File: src/median_fire_detector_core_assert.svh
// ---------------------------------------------------------------------------
// Median fire detector - assertion macros
// Clocked concurrent assertion helpers used by the top level.
// ---------------------------------------------------------------------------
`ifndef MEDIAN_FIRE_DETECTOR_CORE_ASSERT_SVH
`define MEDIAN_FIRE_DETECTOR_CORE_ASSERT_SVH

// Same-cycle implication
`define MFD_ASSERT_IMPLY(lbl, clk, rst_n, ante, cons, msg) \
  lbl: assert property (@(posedge clk) disable iff (!rst_n) (ante) |-> (cons)) else $error(msg);

// Next-cycle implication
`define MFD_ASSERT_NEXT(lbl, clk, rst_n, ante, cons, msg) \
  lbl: assert property (@(posedge clk) disable iff (!rst_n) (ante) |=> (cons)) else $error(msg);

`endif

File: src/mfd_pkg.sv
// ---------------------------------------------------------------------------
// Median fire detector - package
// Shared widths, register indexes, reset values and inter-module structs.
// ---------------------------------------------------------------------------
package mfd_pkg;

  localparam int MEDIAN_LEN_DEF  = 5;
  localparam int HISTORY_LEN_DEF = 30;

  localparam int TEMP_W = 16;
  localparam int NEED_W = 5;
  localparam int RISE_W = 16;

  localparam int CFG_IDX_W  = 2;
  localparam int CFG_DATA_W = 16;

  localparam logic [CFG_IDX_W-1:0] CFG_HIGH_TEMP_THR = 2'd0;
  localparam logic [CFG_IDX_W-1:0] CFG_HIGH_CNT_NEED = 2'd1;
  localparam logic [CFG_IDX_W-1:0] CFG_RISE_THR      = 2'd2;

  localparam logic signed [TEMP_W-1:0] HIGH_TEMP_THR_RST = 16'sd58;
  localparam logic [NEED_W-1:0]        HIGH_CNT_NEED_RST = 5'd27;
  localparam logic [RISE_W-1:0]        RISE_THR_RST      = 16'd8;

  // median handed to the history unit
  typedef struct packed {
    logic                     push;
    logic signed [TEMP_W-1:0] median;
  } hist_req_t;

  // history unit view of the item in the final stage
  typedef struct packed {
    logic                     full;
    logic                     high_ok;
    logic signed [TEMP_W-1:0] oldest;
  } hist_stat_t;

endpackage

File: src/mfd_ram.sv
// ---------------------------------------------------------------------------
// Median fire detector - generic RAM
// One write port, two registered read ports, read-before-write.
// ---------------------------------------------------------------------------
module mfd_ram #(
  parameter int WIDTH = 16,
  parameter int DEPTH = 32
) (
  input  logic                     clk,
  input  logic                     we,
  input  logic [$clog2(DEPTH)-1:0] waddr,
  input  logic [WIDTH-1:0]         wdata,
  input  logic                     re_a,
  input  logic [$clog2(DEPTH)-1:0] raddr_a,
  output logic [WIDTH-1:0]         rdata_a,
  input  logic                     re_b,
  input  logic [$clog2(DEPTH)-1:0] raddr_b,
  output logic [WIDTH-1:0]         rdata_b
);

  logic [WIDTH-1:0] mem [DEPTH];

  always_ff @(posedge clk) begin
    if (we) begin
      mem[waddr] <= wdata;
    end
    if (re_a) begin
      rdata_a <= mem[raddr_a];
    end
    if (re_b) begin
      rdata_b <= mem[raddr_b];
    end
  end

endmodule

File: src/mfd_median.sv
// ---------------------------------------------------------------------------
// Median fire detector - raw window and median select
// Shift line of raw samples and a rank-based median picker.
// ---------------------------------------------------------------------------
module mfd_median #(
  parameter int MEDIAN_LEN = mfd_pkg::MEDIAN_LEN_DEF
) (
  input  logic                             clk,
  input  logic                             rst_n,
  input  logic                             shift_en,
  input  logic signed [mfd_pkg::TEMP_W-1:0] sample,
  output logic                             full,
  output logic signed [mfd_pkg::TEMP_W-1:0] median
);

  localparam int FILL_W = $clog2(MEDIAN_LEN + 1);
  localparam int RK_W   = $clog2(MEDIAN_LEN);
  localparam int MID    = (MEDIAN_LEN - 1) / 2;

  logic signed [mfd_pkg::TEMP_W-1:0] win_r [MEDIAN_LEN];
  logic [FILL_W-1:0]                 fill_r;
  logic [RK_W-1:0]                   rank [MEDIAN_LEN];

  always_ff @(posedge clk) begin
    if (shift_en) begin
      win_r[0] <= sample;
      for (int i = 1; i < MEDIAN_LEN; i++) begin
        win_r[i] <= win_r[i-1];
      end
    end
  end

  always_ff @(posedge clk) begin
    if (!rst_n) begin
      fill_r <= '0;
    end else if (shift_en && (fill_r != FILL_W'(MEDIAN_LEN))) begin
      fill_r <= fill_r + 1'b1;
    end
  end

  assign full = (fill_r == FILL_W'(MEDIAN_LEN));

  // rank with index tie-break gives a permutation, so exactly one entry hits MID
  always_comb begin
    median = '0;
    for (int i = 0; i < MEDIAN_LEN; i++) begin
      rank[i] = '0;
      for (int j = 0; j < MEDIAN_LEN; j++) begin
        if ((win_r[j] < win_r[i]) || ((win_r[j] == win_r[i]) && (j < i))) begin
          rank[i] = rank[i] + 1'b1;
        end
      end
      if (rank[i] == RK_W'(MID)) begin
        median = win_r[i];
      end
    end
  end

endmodule

File: src/mfd_hist.sv
// ---------------------------------------------------------------------------
// Median fire detector - median history
// Ring of medians in RAM with a running high count and a recount sweep.
// ---------------------------------------------------------------------------
module mfd_hist #(
  parameter int HISTORY_LEN = mfd_pkg::HISTORY_LEN_DEF
) (
  input  logic                              clk,
  input  logic                              rst_n,
  input  logic                              adv,
  input  mfd_pkg::hist_req_t                req,
  input  logic signed [mfd_pkg::TEMP_W-1:0] thr,
  input  logic [mfd_pkg::NEED_W-1:0]        need,
  input  logic                              thr_wr,
  output logic                              busy,
  output mfd_pkg::hist_stat_t               stat
);

  localparam int PTR_W = $clog2(HISTORY_LEN);
  localparam int CNT_W = $clog2(HISTORY_LEN + 1);
  localparam int CMP_W = (CNT_W > mfd_pkg::NEED_W) ? CNT_W : mfd_pkg::NEED_W;

  localparam logic ST_IDLE  = 1'b0;
  localparam logic ST_SWEEP = 1'b1;

  logic [PTR_W-1:0] ptr_r;
  logic [PTR_W-1:0] ptr_inc;
  logic [CNT_W-1:0] fill_r;
  logic [CNT_W-1:0] count_r;
  logic [CNT_W-1:0] count_nxt;
  logic [CNT_W-1:0] count_upd;
  logic             q_push_r;
  logic             q_fullb_r;
  logic             q_fulla_r;
  logic signed [mfd_pkg::TEMP_W-1:0] q_med_r;
  logic             st_r;
  logic [PTR_W-1:0] sw_addr_r;
  logic             pend_r;
  logic [PTR_W-1:0] pend_idx_r;

  logic             push_now;
  logic             re_a;
  logic [PTR_W-1:0] raddr_a;
  logic [mfd_pkg::TEMP_W-1:0] rdata_a;
  logic [mfd_pkg::TEMP_W-1:0] rdata_b;
  logic             add_hi;
  logic             sub_hi;
  logic             sweep_hit;

  assign push_now = adv && req.push;
  assign ptr_inc  = (ptr_r == PTR_W'(HISTORY_LEN - 1)) ? '0 : ptr_r + 1'b1;
  assign re_a     = (st_r == ST_SWEEP) || push_now;
  assign raddr_a  = (st_r == ST_SWEEP) ? sw_addr_r : ptr_r;

  // port A: slot about to be overwritten (or sweep), port B: oldest after push
  mfd_ram #(
    .WIDTH (mfd_pkg::TEMP_W),
    .DEPTH (HISTORY_LEN)
  ) u_ram (
    .clk     (clk),
    .we      (push_now),
    .waddr   (ptr_r),
    .wdata   (req.median),
    .re_a    (re_a),
    .raddr_a (raddr_a),
    .rdata_a (rdata_a),
    .re_b    (push_now),
    .raddr_b (ptr_inc),
    .rdata_b (rdata_b)
  );

  always_ff @(posedge clk) begin
    if (!rst_n) begin
      ptr_r    <= '0;
      fill_r   <= '0;
      q_push_r <= 1'b0;
    end else begin
      if (push_now) begin
        ptr_r <= ptr_inc;
        if (fill_r != CNT_W'(HISTORY_LEN)) begin
          fill_r <= fill_r + 1'b1;
        end
      end
      if (adv) begin
        q_push_r <= req.push;
      end
    end
  end

  always_ff @(posedge clk) begin
    if (adv) begin
      q_fullb_r <= (fill_r == CNT_W'(HISTORY_LEN));
      q_fulla_r <= (fill_r >= CNT_W'(HISTORY_LEN - 1));
      q_med_r   <= req.median;
    end
  end

  assign add_hi    = (q_med_r >= thr);
  assign sub_hi    = q_fullb_r && ($signed(rdata_a) >= thr);
  assign count_upd = count_r + CNT_W'(add_hi) - CNT_W'(sub_hi);
  assign sweep_hit = (CNT_W'(pend_idx_r) < fill_r) && ($signed(rdata_a) >= thr);

  always_comb begin
    count_nxt = count_r;
    priority if (thr_wr) begin
      count_nxt = '0;
    end else if (pend_r) begin
      count_nxt = count_r + CNT_W'(sweep_hit);
    end else if (adv && q_push_r) begin
      count_nxt = count_upd;
    end else begin
      count_nxt = count_r;
    end
  end

  // recount after a threshold change, one entry per cycle
  always_ff @(posedge clk) begin
    if (!rst_n) begin
      count_r   <= '0;
      st_r      <= ST_IDLE;
      sw_addr_r <= '0;
      pend_r    <= 1'b0;
    end else begin
      count_r <= count_nxt;
      if (thr_wr) begin
        st_r      <= ST_SWEEP;
        sw_addr_r <= '0;
        pend_r    <= 1'b0;
      end else if (st_r == ST_SWEEP) begin
        pend_r <= 1'b1;
        if (sw_addr_r == PTR_W'(HISTORY_LEN - 1)) begin
          st_r <= ST_IDLE;
        end else begin
          sw_addr_r <= sw_addr_r + 1'b1;
        end
      end else begin
        pend_r <= 1'b0;
      end
    end
  end

  always_ff @(posedge clk) begin
    if (st_r == ST_SWEEP) begin
      pend_idx_r <= sw_addr_r;
    end
  end

  assign busy         = (st_r == ST_SWEEP) || pend_r;
  assign stat.full    = q_push_r && q_fulla_r;
  assign stat.high_ok = (CMP_W'(count_upd) >= CMP_W'(need));
  assign stat.oldest  = $signed(rdata_b);

endmodule

File: src/median_fire_detector_core.sv
// ---------------------------------------------------------------------------
// Median fire detector - top level
// Median filter, high-temperature vote and rate-of-rise alarm.
// ---------------------------------------------------------------------------
// One sample is taken per cycle while neither a held result nor a recount
// holds off input, and each gives one result, presented on the output after
// the history RAM read and the output register. The rate is set by the
// history RAM: one write and two reads per sample, and the high count moves
// by at most one up and one down per sample. Writing high_temp_threshold
// starts a recount of the history that holds off input until it completes.
`include "median_fire_detector_core_assert.svh"

module median_fire_detector_core #(
  parameter int MEDIAN_LEN  = mfd_pkg::MEDIAN_LEN_DEF,
  parameter int HISTORY_LEN = mfd_pkg::HISTORY_LEN_DEF
) (
  input  logic                                 clk,
  input  logic                                 rst_n,
  input  logic                                 in_valid,
  output logic                                 in_stall,
  input  logic signed [mfd_pkg::TEMP_W-1:0]    in_temperature,
  output logic                                 out_valid,
  input  logic                                 out_stall,
  output logic                                 out_median_valid,
  output logic signed [mfd_pkg::TEMP_W-1:0]    out_median_value,
  output logic                                 out_history_full,
  output logic                                 out_high_temp_alarm,
  output logic                                 out_rise_alarm,
  output logic                                 out_fire_alarm,
  input  logic                                 cfg_valid,
  output logic                                 cfg_ready,
  input  logic [mfd_pkg::CFG_IDX_W-1:0]        cfg_index,
  input  logic [mfd_pkg::CFG_DATA_W-1:0]       cfg_data
);

  localparam int TW = mfd_pkg::TEMP_W;

  logic signed [TW-1:0]         thr_r;
  logic [mfd_pkg::NEED_W-1:0]   need_r;
  logic [mfd_pkg::RISE_W-1:0]   rise_r;

  logic                 adv;
  logic                 in_take;
  logic                 cfg_take;
  logic                 thr_wr;
  logic                 busy;

  logic                 s1_v_r;
  logic signed [TW-1:0] s1_temp_r;
  logic                 s2_v_r;
  logic                 s2_mv_r;
  logic signed [TW-1:0] s2_temp_r;
  logic signed [TW-1:0] s2_med_r;

  logic                 win_full;
  logic signed [TW-1:0] win_med;
  mfd_pkg::hist_req_t   h_req;
  mfd_pkg::hist_stat_t  h_stat;

  logic signed [TW:0]   rise_diff;
  logic                 rise_ok;
  logic                 full_now;
  logic                 hi_now;
  logic                 rise_now;

  logic                 out_valid_r;
  logic                 o_mv_r;
  logic signed [TW-1:0] o_med_r;
  logic                 o_full_r;
  logic                 o_hi_r;
  logic                 o_rise_r;

  // pipeline moves unless a finished result is held up
  assign adv       = !(out_valid_r && out_stall);
  assign in_stall  = !adv || busy;
  assign in_take   = in_valid && !in_stall;
  assign cfg_ready = 1'b1;
  assign cfg_take  = cfg_valid && cfg_ready;
  assign thr_wr    = cfg_take && (cfg_index == mfd_pkg::CFG_HIGH_TEMP_THR);

  always_ff @(posedge clk) begin
    if (!rst_n) begin
      thr_r  <= mfd_pkg::HIGH_TEMP_THR_RST;
      need_r <= mfd_pkg::HIGH_CNT_NEED_RST;
      rise_r <= mfd_pkg::RISE_THR_RST;
    end else if (cfg_take) begin
      unique case (cfg_index)
        mfd_pkg::CFG_HIGH_TEMP_THR: thr_r  <= $signed(cfg_data[TW-1:0]);
        mfd_pkg::CFG_HIGH_CNT_NEED: need_r <= cfg_data[mfd_pkg::NEED_W-1:0];
        mfd_pkg::CFG_RISE_THR:      rise_r <= cfg_data[mfd_pkg::RISE_W-1:0];
        default: ;
      endcase
    end
  end

  mfd_median #(
    .MEDIAN_LEN (MEDIAN_LEN)
  ) u_median (
    .clk      (clk),
    .rst_n    (rst_n),
    .shift_en (in_take),
    .sample   (in_temperature),
    .full     (win_full),
    .median   (win_med)
  );

  assign h_req.push   = s1_v_r && win_full;
  assign h_req.median = win_med;

  mfd_hist #(
    .HISTORY_LEN (HISTORY_LEN)
  ) u_hist (
    .clk    (clk),
    .rst_n  (rst_n),
    .adv    (adv),
    .req    (h_req),
    .thr    (thr_r),
    .need   (need_r),
    .thr_wr (thr_wr),
    .busy   (busy),
    .stat   (h_stat)
  );

  always_ff @(posedge clk) begin
    if (!rst_n) begin
      s1_v_r      <= 1'b0;
      s2_v_r      <= 1'b0;
      out_valid_r <= 1'b0;
    end else if (adv) begin
      s1_v_r      <= in_take;
      s2_v_r      <= s1_v_r;
      out_valid_r <= s2_v_r;
    end
  end

  always_ff @(posedge clk) begin
    if (in_take) begin
      s1_temp_r <= in_temperature;
    end
    if (adv) begin
      s2_mv_r   <= win_full;
      s2_temp_r <= s1_temp_r;
      s2_med_r  <= win_med;
    end
  end

  // exact difference, compared as signed against the unsigned threshold
  assign rise_diff = {s2_temp_r[TW-1], s2_temp_r} - {h_stat.oldest[TW-1], h_stat.oldest};
  assign rise_ok   = $signed({rise_diff[TW], rise_diff}) >= $signed({2'b00, rise_r});
  assign full_now  = s2_mv_r && h_stat.full;
  assign hi_now    = full_now && h_stat.high_ok;
  assign rise_now  = full_now && rise_ok;

  always_ff @(posedge clk) begin
    if (adv) begin
      o_mv_r   <= s2_mv_r;
      o_med_r  <= s2_mv_r ? s2_med_r : '0;
      o_full_r <= full_now;
      o_hi_r   <= hi_now;
      o_rise_r <= rise_now;
    end
  end

  assign out_valid           = out_valid_r;
  assign out_median_valid    = o_mv_r;
  assign out_median_value    = o_med_r;
  assign out_history_full    = o_full_r;
  assign out_high_temp_alarm = o_hi_r;
  assign out_rise_alarm      = o_rise_r;
  assign out_fire_alarm      = o_hi_r || o_rise_r;

  `MFD_ASSERT_IMPLY(a_full_needs_median, clk, rst_n, out_valid_r && o_full_r, o_mv_r, "history full without a valid median")
  `MFD_ASSERT_IMPLY(a_alarm_needs_full, clk, rst_n, out_valid_r && (o_hi_r || o_rise_r), o_full_r, "alarm raised before history full")
  `MFD_ASSERT_NEXT(a_thr_wr_holds_input, clk, rst_n, thr_wr, in_stall, "input taken during high count recount")

endmodule
File: config.mk
export PLATFORM = sky130hd
export DESIGN_NAME = median_fire_detector_core
export DESIGN_NICKNAME = d
export VERILOG_FILES = /design/src/mfd_pkg.sv /design/src/mfd_ram.sv /design/src/mfd_median.sv /design/src/mfd_hist.sv /design/src/median_fire_detector_core.sv
export VERILOG_INCLUDE_DIRS = /design/src /design/src/src
export SDC_FILE = /design/constraint.sdc
export NUM_CORES = 2
export LEC_CHECK = 0
export BUFFER_PORTS_ARGS = -buffer_cell sky130_fd_sc_hd__buf_2
export CORE_AREA = 2 2 333 335
export CTS_CLUSTER_SIZE = 30
export DETAILED_ROUTE_END_ITERATION = 6
export DIE_AREA = 0 0 335 337
export GPL_TIMING_DRIVEN = 0
export PLACE_DENSITY_LB_ADDON = 0.3
export SYNTH_ARGS = -nofsm -noshare
export SYNTH_HDL_FRONTEND = slang
export SYNTH_SLANG_ARGS = --single-unit
export TNS_END_PERCENT = 100
File: constraint.sdc
create_clock -name clk -period 16.75 [get_ports clk]
set_input_delay 0.8375 -clock clk [delete_from_list [all_inputs] [get_ports clk]]
set_output_delay 0.8375 -clock clk [all_outputs]
set_load 0.005 [all_outputs]
# Yosys cells after proc, flatten, opt, wreduce, memory -nomap -nowiden
# Memory sizes are Yosys's and may differ from the RTL's. A register that Yosys moved wholly into a read port is not among the register bits.
# Cells that the tools add are included.
[op_classes]
mux = 42
bitwise = 2
eq_ne = 23
add_sub_neg = 28
order_cmp = 31
n_reduce_logical = 37
[op_table]
columns = ["cell", "count"]
rows = [
  ["less-than comparator 16 bit", 25],
  ["== test 16 bit", 10],
  ["two-way mux 16 bit", 5],
  ["two-way mux 3 bit", 20],
  ["adder 3 x 1 -> 3 bit, second input constant", 16],
  [">= comparator 16 bit", 2],
  ["two-way mux 5 bit", 4],
  [">= comparator 17 bit", 1],
  ["subtractor 16 x 16 -> 17 bit", 1],
  ["adder 5 x 1 -> 5 bit, second input constant", 3],
  ["== test 3 x 2 -> 1 bit, second input constant", 5],
  ["== test 5 bit, second input constant", 3],
  ["logical OR 1 bit", 14],
  ["logical AND 1 bit", 13],
  ["two-way mux 1 bit", 13],
  ["adder 1 x 1 -> 2 bit, second input constant", 5],
  ["adder 5 x 1 -> 5 bit", 2],
  ["AND reduction 2 bit", 5],
  [">= comparator 5 bit", 1],
  [">= comparator 5 bit, second input constant", 1],
  ["less-than comparator 5 bit", 1],
  ["inequality test 5 bit, second input constant", 1],
  ["subtractor 5 x 1 -> 5 bit", 1],
  ["== test 3 bit, second input constant", 1],
  ["8 further kinds", 10],
]
[totals]
ff_bits = 142
memories = 2
ram_bits = 560
in_bits = 39
out_inout_bits = 24
word_cells = 191
[memory_table]
columns = ["memory", "words", "word_bits", "rd", "rd_ports_with_merged_regs", "write_ports", "line_no", "source"]
rows = [
  ["u_hist.u_ram.mem", 30, 16, 2, 2, 1, "mfd_ram.sv:21", "logic [WIDTH-1:0] mem [DEPTH];"],
  ["u_median.win_r", 5, 16, 5, 0, 5, "mfd_median.sv:20", "logic signed [mfd_pkg::TEMP_W-1:0] win_r [MEDIAN_LEN];"],
]

# Depth between registers and ports, before layout
# An unclocked memory read counts as a cell.
[depth]
depth_word = 17
ltp_mapped = 25
mapped_depth_nobuf = 25

# By module
# From an unflattened synthesis, not the netlist that was laid out.
[hier_totals]
cells_unflattened = 2885
hier_area_um2 = 39730.6
[modules_own_cells]
columns = ["module", "n_inst", "area_per_inst_um2", "cells_per_inst", "seq_area_each_um2"]
rows = [
  ["mfd_ram", 1, 23591.4, 1316, 15374.7],
  ["mfd_median", 1, 8051.5, 800, 2462.4],
  ["median_fire_detector_core", 1, 4957.3, 439, 2872.8],
  ["mfd_hist", 1, 3130.5, 330, 1151.1],
]

# Worst setup path after synthesis
# OpenSTA, ideal clock, no wires.
[synth_path]
path_kind = "in2reg"
start = "in out_stall"
end = "reg u_median.fill_r[1]"
stages = 7
path_slack_ns = 10.955
arrival_ns = 5.680
setup_time_ns = 0.115
required_ns = 16.635
path_buffers = 0
path_cell_list = "and2_0 > or3_1 > nor2_1 > nand2_1 > nand2_1 > o21ai_0 > and2_1"
[synth_via]
elab_chain_len = 5
[synth_lines]
columns = ["item", "line_no", "source"]
rows = [
  ["start, declared", "median_fire_detector_core.sv:23", "input logic out_stall,"],
  ["logical AND 1 bit", "median_fire_detector_core.sv:74", "assign adv = !(out_valid_r && out_stall);"],
  ["logical OR 1 bit", "median_fire_detector_core.sv:75", "assign in_stall = !adv || busy;"],
  ["via in_stall", "median_fire_detector_core.sv:20", "output logic in_stall,"],
  ["logical NOT 1 bit", "median_fire_detector_core.sv:76", "assign in_take = in_valid && !in_stall;"],
  ["logical AND 1 bit", "median_fire_detector_core.sv:76", ""],
  ["via in_take", "median_fire_detector_core.sv:43", "logic in_take;"],
  ["logical AND 1 bit", "mfd_median.sv:36", "end else if (shift_en && (fill_r != FILL_W'(MEDIAN_LEN))) begin"],
  ["end signal, assigned", "mfd_median.sv:37", "fill_r <= fill_r + 1'b1;"],
  ["end, declared", "mfd_median.sv:21", "logic [FILL_W-1:0] fill_r;"],
]
# The timed path passes the listed nets, and every way through them passes these cells.
# A chain may end at the register's enable or synchronous reset.

==> results.md <==
- Vias per cell: 5.76
- Compound-cell area share of the yosys netlist: 11.7%
- GRT Resource Usage Total: 22.1%
- Die width: 335 um
- Origin of the critical flop-to-flop path: u_median.win_r[0][17]$_DFFE_PP_
- Core area: 0.110 sq mm
- Reg2Reg Depth: 21
- Post-CTS Resized: 0
- Power per standard cell area: 131 mW/mm^2
- Largest net degree at the start of global routing: 35
- Total Power: 5.74 mW
- Clk slew on worst S/H paths: 60 ps
- Layout fillers: 10400
- Fraction of the mapped netlist area in adder cells: 8.94%
- Worst Setup End Kind: flip-flop
- Detailed-route via count: 27700
- Row Count: 122
- Die footprint: 0.113 sq mm
- Clock Skew: 49.5 ps
- XOR/XNOR Fraction of Synth Area: 0.693%
- # H-tree levels: 3
- Fin crit period: 6650 ps
- Reg-to-reg slack, setup: 10100 ps
- Commonest non-fill, non-tap cell in the layout: edfxtp_1
- Area of the mapped netlist: 0.0379 sq mm
- Most used DFF post-synth: edfxtp_1
- Worst Min Path Start: in_temperature[3]
- Crit Path Max Fanout: 31
- Port Buf Inserts: 60
- Cells after synthesis: 3123
- CTS tree: built
- Post-synth EDFFs: 652
- Critical R2R Capture: u_hist.u_ram.mem[26][14]$_DFFE_PP_
- Number of global-route vias before repair: 26900
- Critical path type: flip-flop to flip-flop
- Total grt overflow: 0
- Final hold violations: 0
- Initial Utilization: 34.6%
- Routed Antenna Nets: 0
- Hold Path Stages: 1
- Synth warn: 0
- Final cycle utilization of the critical path: 39.7%
- Dpl hpwl: 94600 um
- I/O Pins: 63
- Multi-input logic area: 0.0160 sq mm
- Initial DRC count: 3072
- Finish-stage setup viols: 0
- Max_slew headroom: 19.4%
- Initial antenna violation count: 2
- Register area share after synthesis: 55.1%
- Root Driver: clkbuf_16
- Register bit total from synthesis: 718
- Clk Latency, worst-skew pair: 660 ps
- Synth area leader: edfxtp_1
- Standby leakage power: 15.8 nW
- Hold WC Path Type: input port to flip-flop
- Hold EP: s1_temp_r[3]$_DFFE_PP_
- Drt pass-1 iters: 5
- CP startpoint kind: flip-flop
- Final Net Count: 3620
- CTS Buf Count: 79
- Multiplexer share of the synthesized area: 8.69%
- Sinks on Clock Net: 718
- Commonest non-fill, non-tap cells in the layout: edfxtp_1, nand2_1, ha_1
- Drc violations: 0
- Layout cells sized above 1: 13.4%
- Critical Path RT: 17060 ps
- Largest family of logic cells by synthesized area: compound AO/OA/AOI/OAI gates
- Sequential cell area: 0.0209 sq mm
- Area Overhead vs Synth: 15.3%
- Top-area cell type share of the netlist area: 51.6%
- Syn Area/Cell: 12.1 sq um
- Outcome: completed
- Max IR drop VDD: 162 uV
- Unrepaired setup endpoints after global routing: false
- Post-Syn Nets: 3432
- Clk buf depth: 3
- Max Clock Freq: 150 MHz
- Fin. max-slew vios: 0
- MaxCap Viol Count: 0
- Synth async-reset ratio: 0%
- Die height: 337 um
- DRT Wirelength: 127000 um
- Post-CTS Setup Bufs: 0
- Setup TNS: 0 ps
- Top post-synthesis cells by area: edfxtp_1, ha_1, mux4_2
- WL/cell: 26.4 um
- Worst-Margin Slew: 1200 ps
- Worst Path Arrival: 6970 ps
- Yosys cell types: 77
- Simple-gate portion of the synthesized area: 11.4%
- First-pass GRT wire length: 182000 um
- Cts-stage hold buffer count: 0
- GPL Wtd Cong: 1.02
## synth_stat cells (all sizes together) (36+ instances only)
| cell type | instances |
|---|---|
| nand3 | 109 |
| dfxtp | 66 |
| nand2 | 471 |
| mux4 | 128 |
| nand4 | 36 |
| edfxtp | 652 |
| clkbuf | 141 |
| a311oi | 49 |
| nor3 | 42 |
| inv | 169 |
| a21oi | 148 |
| o21ai | 97 |
| nor2 | 142 |
| ha | 268 |
| o221ai | 98 |
## worst max-delay path by stage
stage,from,end,slack [ps],depth (start not counted)
after CTS,u_median.win_r[0][17]$_DFFE_PP_,u_hist.u_ram.mem[5][14]$_DFFE_PP_,10140,21
final,u_median.win_r[0][17]$_DFFE_PP_,u_hist.u_ram.mem[26][14]$_DFFE_PP_,10100,21
after detailed placement,u_median.win_r[0][31]$_DFFE_PP_,u_hist.u_ram.mem[1][14]$_DFFE_PP_,10200,18
after floorplan,out_stall,u_median.fill_r[1]$_SDFFE_PN0P_,10960,7
after global routing,u_median.win_r[0][31]$_DFFE_PP_,u_hist.u_ram.mem[14][14]$_DFFE_PP_,9760,18
after global placement,u_median.win_r[0][31]$_DFFE_PP_,u_hist.u_ram.mem[24][9]$_DFFE_PP_,8100,18
## metal layers
| metal | track usage, % | wire length (um) | vias to the layer above |
|---|---|---|---|
| li1 | - | - | 12300 |
| met1 | 29.6 | 51500 | 13600 |
| met2 | 35.0 | 57200 | 1486 |
| met3 | 4.85 | 13000 | 242 |
| met4 | 8.57 | 4790 | 2 |
| met5 | 0 | 7 | - |
## worst max-delay path, cell delays in order (launching register included)
cell and delay (ps):
edfxtp_1 470, inv_1 160, ha_1 250, nor2b_1 130, o21a_1 160, o21a_1 170
o21a_1 200, o21a_1 180, o21a_1 170, o21a_1 160, o21ai_0 210, a41oi_1 280
or2_2 390, ha_1 320, xor2_1 180, ha_1 300, or3b_2 450, mux2i_1 160
mux2_4 280, clkbuf_1 550, a221oi_1 260, a21oi_4 800
## sequential cells by signal, indices dropped and copies added, names as in the netlist, 15 cells and up
| name | flops |
|---|---|
| u_hist.u_ram.rdata_b | 16 |
| u_hist.u_ram.mem | 480 |
| s2_temp_r | 16 |
| s1_temp_r | 15 |
| out_median_value | 16 |
| u_hist.u_ram.rdata_a | 16 |
| thr_r | 16 |
| u_hist.q_med_r | 16 |
| rise_r | 16 |
| u_median.win_r | 65 |
## where the power goes
part / internal (mW) / leakage [nW] / total [mW] / switching, mW
Clock: 1.03 / 1.26 / 1.78 / 0.752
Combinational: 0.449 / 7.98 / 1.44 / 0.995
Sequential: 2.46 / 6.60 / 2.52 / 0.0518
## final cells by class
| cell class | instances | share of cell area (%) |
|---|---|---|
| repair buffers | 107 | 2.67 |
| clock inverters | 45 | 1.06 |
| well taps | 1426 | 4.08 |
| inverters | 169 | 1.45 |
| plain buffers | 172 | 1.54 |
| flip-flops and latches | 718 | 47.8 |
| multi-input cells | 2064 | 36.6 |
| diodes | 1 | 0.00572 |
| clock buffers | 99 | 4.88 |
## cells by family (layout without fill, tap and decap cells)
family,count (synthesis),in the layout
simple gates,954,954
flops,718,718
compound gates,644,644
buf+inv,341,592
fa+ha+maj,270,270
mux,165,165
xor+xnor,30,30
other cells,1,2
## through the flow
| stage | std cells | cell area [sq um] | utilization, % | hold slack (ps) | setup WS, ps |
|---|---|---|---|---|---|
| after floorplan | 3123 | 37900 | - | 441 | 10960 |
| after global placement | 4609 | 40000 | 36.5 | 451 | 8100 |
| after detailed placement | 4656 | 41200 | 37.6 | 458 | 10200 |
| after CTS | 4800 | 43800 | 39.9 | 346 | 10140 |
| after global routing | 4800 | 43800 | 39.9 | 361 | 9760 |
| final | 4801 | 43800 | 39.9 | 369 | 10100 |
Power figures use the tool's default switching activity.
